<file path="config.mk">
export PLATFORM = sky130hd
export DESIGN_NAME = riq_ctrl
export DESIGN_NICKNAME = d
export VERILOG_FILES = /design/src/hdl/riq_pkg.sv /design/src/hdl/riq_ctrl.sv
export SDC_FILE = /design/constraint.sdc
export NUM_CORES = 1
export LEC_CHECK = 0
export BUFFER_PORTS_ARGS = -buffer_cell sky130_fd_sc_hd__buf_2
export CORE_AREA = 2 2 39 41
export DETAILED_ROUTE_END_ITERATION = 8
export DIE_AREA = 0 0 41 43
export MAX_ROUTING_LAYER = met4
export SLEW_MARGIN = 10
export SYNTH_ARGS = -nofsm -noshare
export SYNTH_HDL_FRONTEND = slang
export SYNTH_SLANG_ARGS = --single-unit
</file>
<file path="constraint.sdc">
create_clock -name clk -period 0.84 [get_ports clk]
set_input_delay 0.042 -clock clk [delete_from_list [all_inputs] [get_ports clk]]
set_output_delay 0.042 -clock clk [all_outputs]
set_load 0.02 [all_outputs]
</file>
<file path="src/hdl/riq_pkg.sv">
package riq_pkg;

  // Table geometry
  localparam int DEPTH       = 64;
  localparam int GRADE_BITS  = 16;
  localparam int ID_BITS     = 16;
  localparam int COURSE_BITS = 10;
  localparam int CNT_BITS    = $clog2(DEPTH + 1);
  localparam int LVL         = (DEPTH > 1) ? $clog2(DEPTH) : 1;

  // Action codes carried on s_tuser
  localparam logic ACT_INSERT = 1'b0;
  localparam logic ACT_REMOVE = 1'b1;

  // Result status codes
  typedef enum logic [1:0] {
    ST_OK    = 2'd0,
    ST_EMPTY = 2'd1,
    ST_FULL  = 2'd2
  } status_t;

  // Operation the controller issues to the datapath
  typedef enum logic [2:0] {
    OP_IDLE,
    OP_INSERT,
    OP_REMOVE,
    OP_REJ_FULL,
    OP_REJ_EMPTY
  } op_t;

  // One table entry: flags bit0 first choice hit, bit1 second choice hit
  typedef struct packed {
    logic [GRADE_BITS-1:0] grade;
    logic [ID_BITS-1:0]    id;
    logic [1:0]            flags;
  } entry_t;

  typedef struct packed {
    logic load;
    op_t  op;
  } cmd_t;

  typedef struct packed {
    logic is_remove;
    logic empty;
    logic full;
  } sts_t;

endpackage

</file>
<file path="src/hdl/riq_ctrl.sv">
module riq_ctrl (
  input  logic          clk,
  input  logic          rst,
  input  logic          in_valid,
  output logic          in_ready,
  output logic          out_valid,
  input  logic          out_ready,
  input  riq_pkg::sts_t sts,
  output riq_pkg::cmd_t cmd
);

  typedef enum logic {
    S_IDLE,
    S_UPD
  } state_t;

  state_t state;
  logic   can_post;

  // Result slot is free, or its beat leaves this cycle
  assign can_post = !out_valid || out_ready;
  assign in_ready = (state == S_IDLE);

  // Issue the table operation once the result slot can take it
  always_comb begin
    cmd.load = in_valid && in_ready;
    cmd.op   = riq_pkg::OP_IDLE;
    if (state == S_UPD && can_post) begin
      if (sts.is_remove) begin
        cmd.op = sts.empty ? riq_pkg::OP_REJ_EMPTY : riq_pkg::OP_REMOVE;
      end else begin
        cmd.op = sts.full ? riq_pkg::OP_REJ_FULL : riq_pkg::OP_INSERT;
      end
    end
  end

  // State and result valid
  always_ff @(posedge clk) begin
    if (rst) begin
      state     <= S_IDLE;
      out_valid <= 1'b0;
    end else begin
      unique case (state)
        S_IDLE: begin
          if (in_valid) state <= S_UPD;
        end
        S_UPD: begin
          if (can_post) state <= S_IDLE;
        end
        default: state <= S_IDLE;
      endcase
      if (state == S_UPD && can_post) begin
        out_valid <= 1'b1;
      end else if (out_ready) begin
        out_valid <= 1'b0;
      end
    end
  end

endmodule

</file>
[After elaboration in Yosys (flattened, before gate mapping)]
Index checks and enable logic that the tools add are counted.
Word-level totals
  register bits: 2
  bits of input ports: 7
  output and inout port bits: 6
  word-level logic and storage cells: 17
Cells by class
  mux-type cells: 9
  bitwise gates (word level): 1
  reductions and logical operators: 5
Operators by type and width (number)
  two-way mux 3 bit: 3
  two-way mux 1 bit: 4
  logical AND 1 bit: 2
  two-way mux 2 bit: 1
  case mux 1 bit (2 select lines): 1
  nonzero test 2 bit: 1
  logical NOT 1 bit: 1
  logical OR 1 bit: 1
  inverter 1 bit: 1

[Logic depth before layout (Yosys ltp)]
  depth in word-level cells: 4
  gate-level depth with buffers: 2
  gate-level depth less buffers: 2

[Worst setup path before layout]
No wires, ideal clock.
  path kind: flip-flop to output port
  start point: reg out_valid
  end point: out cmd[2] (netlist name)
  arrival time: 1.018 ns
  data required time: 0.798 ns
  setup slack: -0.220 ns
  stages on the path, launching flop included: 3
  buffers on the path: 0
  path through: dfxtp_1 nor2b_1 nor3_1
RTL lines
  start, declared: RTL line riq_ctrl.sv:6  | output logic out_valid,
  start signal, assigned: RTL line riq_ctrl.sv:41  | out_valid <= 1'b0;
  start signal, assigned: RTL line riq_ctrl.sv:53  | out_valid <= 1'b1;
  start signal, assigned: RTL line riq_ctrl.sv:55  | out_valid <= 1'b0;
  end, declared: RTL line riq_ctrl.sv:9  | output riq_pkg::cmd_t cmd

==> results.sh <==
export IMPL_hold_slack_ns=0.08488
export IMPL_cts_buffers=3
export IMPL_yosysSeqAreaShare=0.3596
export IMPL_worst_path_largest_cell_delay_ns=0.37
export IMPL_finalCritPeriodShare=1.190
export IMPL_cts_root_buf="clkbuf_4"
export IMPL_synth_area_um2=111.4
export IMPL_drv_slew=0
export IMPL_setup_slack_ns=-0.1598
export IMPL_wl_met1_um=158
export IMPL_cts_buffer_depth=2
export IMPL_h_tree_depth=1
export IMPL_maxSlewHeadroom=0.8871
export IMPL_finalInstanceArea_um2=302.8
export IMPL_clk_latency_ns=0.23
export IMPL_failed_checks="setup timing"
export IMPL_initial_utilization=0.08047
export IMPL_detail_route_antenna_nets=0
export IMPL_fin_cells=46
export IMPL_antennaDiodeCount=0
export IMPL_min_period_ns=0.9998
export IMPL_drt_initial_drc_count=0
export IMPL_fin_skew_ns=0.001896
export IMPL_critPathKind="reg2out"
export IMPL_path_cells="inv_6, nor3_4, buf_6"
export IMPL_grt_ovfl_total=0
export IMPL_start_kind="flip-flop"
export IMPL_syn2layout_area_growth_pct=171.9
export IMPL_fp_dieArea_um2=1763
export IMPL_wl_met3_um=24
export IMPL_fillers=155
export IMPL_leakagePower_nw=0.1308
export IMPL_required_ns=0.80
export IMPL_grt_max_degree=6
export IMPL_dp_cells=41
export IMPL_drive_above_1_share=0.7667
export IMPL_status="finished with violations"
export IMPL_highest_layer="met3"
export IMPL_synth_cell_types=11
export IMPL_tightest_slew_ns=0.1679
export IMPL_slowest_stage="dfxtp_4"
export IMPL_io_pins=13
export IMPL_antenna_found_initial=0
export IMPL_avgSynthCellArea_um2=8.566
export IMPL_grt_pass1_wl_um=607
export IMPL_drt_pass1_iter_count=1
export IMPL_path_clk_slew_ns=0.03
export IMPL_die_y_um=43
export IMPL_synth_cells=13
export IMPL_vias_per_cell=3.674
export IMPL_synth_nets=20
export IMPL_io_buffer_count=12
export IMPL_place_area_um2=216.5
export IMPL_fp_dieW_um=41
export IMPL_hold_viol_final=0
export IMPL_wl_per_cell_um=10.02
export IMPL_gr_usage_all_layers=0.05641
export IMPL_route_met2_wl_um=278
export IMPL_std_cell_rows=14
export IMPL_ir_worst_vdd_v=0.0002350
export IMPL_vias=169
export IMPL_num_nets_final=39
export IMPL_numClockSinks=2
export IMPL_fmax_mhz=1000
export IMPL_gp_congestion=0.5786
export IMPL_wl_um=461
export IMPL_cap_viol_max_count=0
export IMPL_setup_viol=5
export IMPL_p_per_area_nw_per_um2=1458
export IMPL_yosysWarnings=0
export IMPL_ys_seq_elements=2
export IMPL_hold_path_class="in2reg"
export IMPL_final_util=0.2188
export IMPL_remaining_drc_errors=0
export IMPL_arrival_ns=0.96
export IMPL_grt_pass1_vias=165
export IMPL_rsz0062_at_grt="true"
export IMPL_end_kind="output port"
export IMPL_worstPathMaxFanout=5
export IMPL_tns_ns=-0.6136
export IMPL_cts_tree="built"
export IMPL_coreArea_um2=1384
[cell families after synthesis]
| family | share of synthesized area |
|---|---|
| DFF | 0.3596 |
| AOI/OAI and AO/OA | 0.2135 |
| buffers and inverters | 0.03368 |
| and+or+nand+nor | 0.3933 |
[worst max-delay path, delay by kind of cell, from the launching register on]
kind,cells,cell delay [ns]
buffers and inverters,2,0.19
DFF,1,0.37
and+or+nand+nor,1,0.17
[flip-flops by register name (all words and copies together), names as in the netlist]
name and count:
out_valid 1, state 1
[cells in the final DEF, fill, tap and decap left out, drive strengths merged]
cell type    count
nand2            1
nand2b           1
nor3             2
dfxtp            2
inv              1
o2111a           1
a21oi            1
buf             13
o31ai            1
nor2b            1
or3b             1
clkbuf           3
and2b            1
dlygate4sd3      1
[report_power, final]
| group | switching (mW) | total, mW | internal [mW] | leakage [nW] |
|---|---|---|---|---|
| combinational | 0.0560 | 0.114 | 0.0583 | 0.0995 |
| sequential | 0.00714 | 0.109 | 0.101 | 0.0175 |
| clock | 0.0604 | 0.219 | 0.158 | 0.0138 |
| total | 0.123 | 0.441 | 0.318 | 0.131 |
[final cells by class]
cell class	count	area, um2	area share
Tap cell	16	20.02	0.06612
Timing Repair Buffer	14	108.9	0.3595
Inverter	1	8.758	0.02893
Clock buffer	3	22.52	0.07438
Sequential cell	2	45.04	0.1488
Multi-Input combinational cell	10	97.59	0.3223
[routing by layer]
layer / global-route usage / up-vias
met5: - / -
met4: 0.06000 / 0
met3: 0.01571 / 0
met2: 0.09688 / 5
met1: 0.03822 / 81
li1: - / 83
[cells in the mapped netlist]
library cell	n	area [um2]
o31ai_1	1	7.510
nand2_1	1	3.750
and2b_2	1	8.760
nor2b_1	1	6.260
or3b_1	1	8.760
nand2b_1	1	6.260
o2111a_1	1	11.26
dfxtp_1	2	40.04
nor3_1	2	10.01
a21oi_1	1	5.000
inv_1	1	3.750
[path summary, 6_finish.rpt]
path / depth (start not counted) / slack (ns) / start / to
setup reg to reg: 2 / -0.01 / state / state
hold reg to reg: 2 / 0.55 / state / out_valid
setup / recovery: 3 / -0.16 / state / cmd[2]
hold / removal: 3 / 0.08 / rst / state
[per-stage QoR]
step                      worst slack (ns)  power, mW
after floorplan                   0.002029     0.1584
after global routing               -0.2246     0.4748
after global placement            0.006407     0.1945
after CTS                          -0.1741     0.4512
after detailed placement         -0.004417     0.1951
final                              -0.1598     0.4414
[timing repair]
item	CTS	global route
hold buffers	1	0
buffers inserted	2	0
endpoints found under the hold margin	2	0
resized for setup	13	3
pin swaps	2	2
setup endpoints to repair	6	6
No activity file was read; power rests on OpenSTA's default activity.
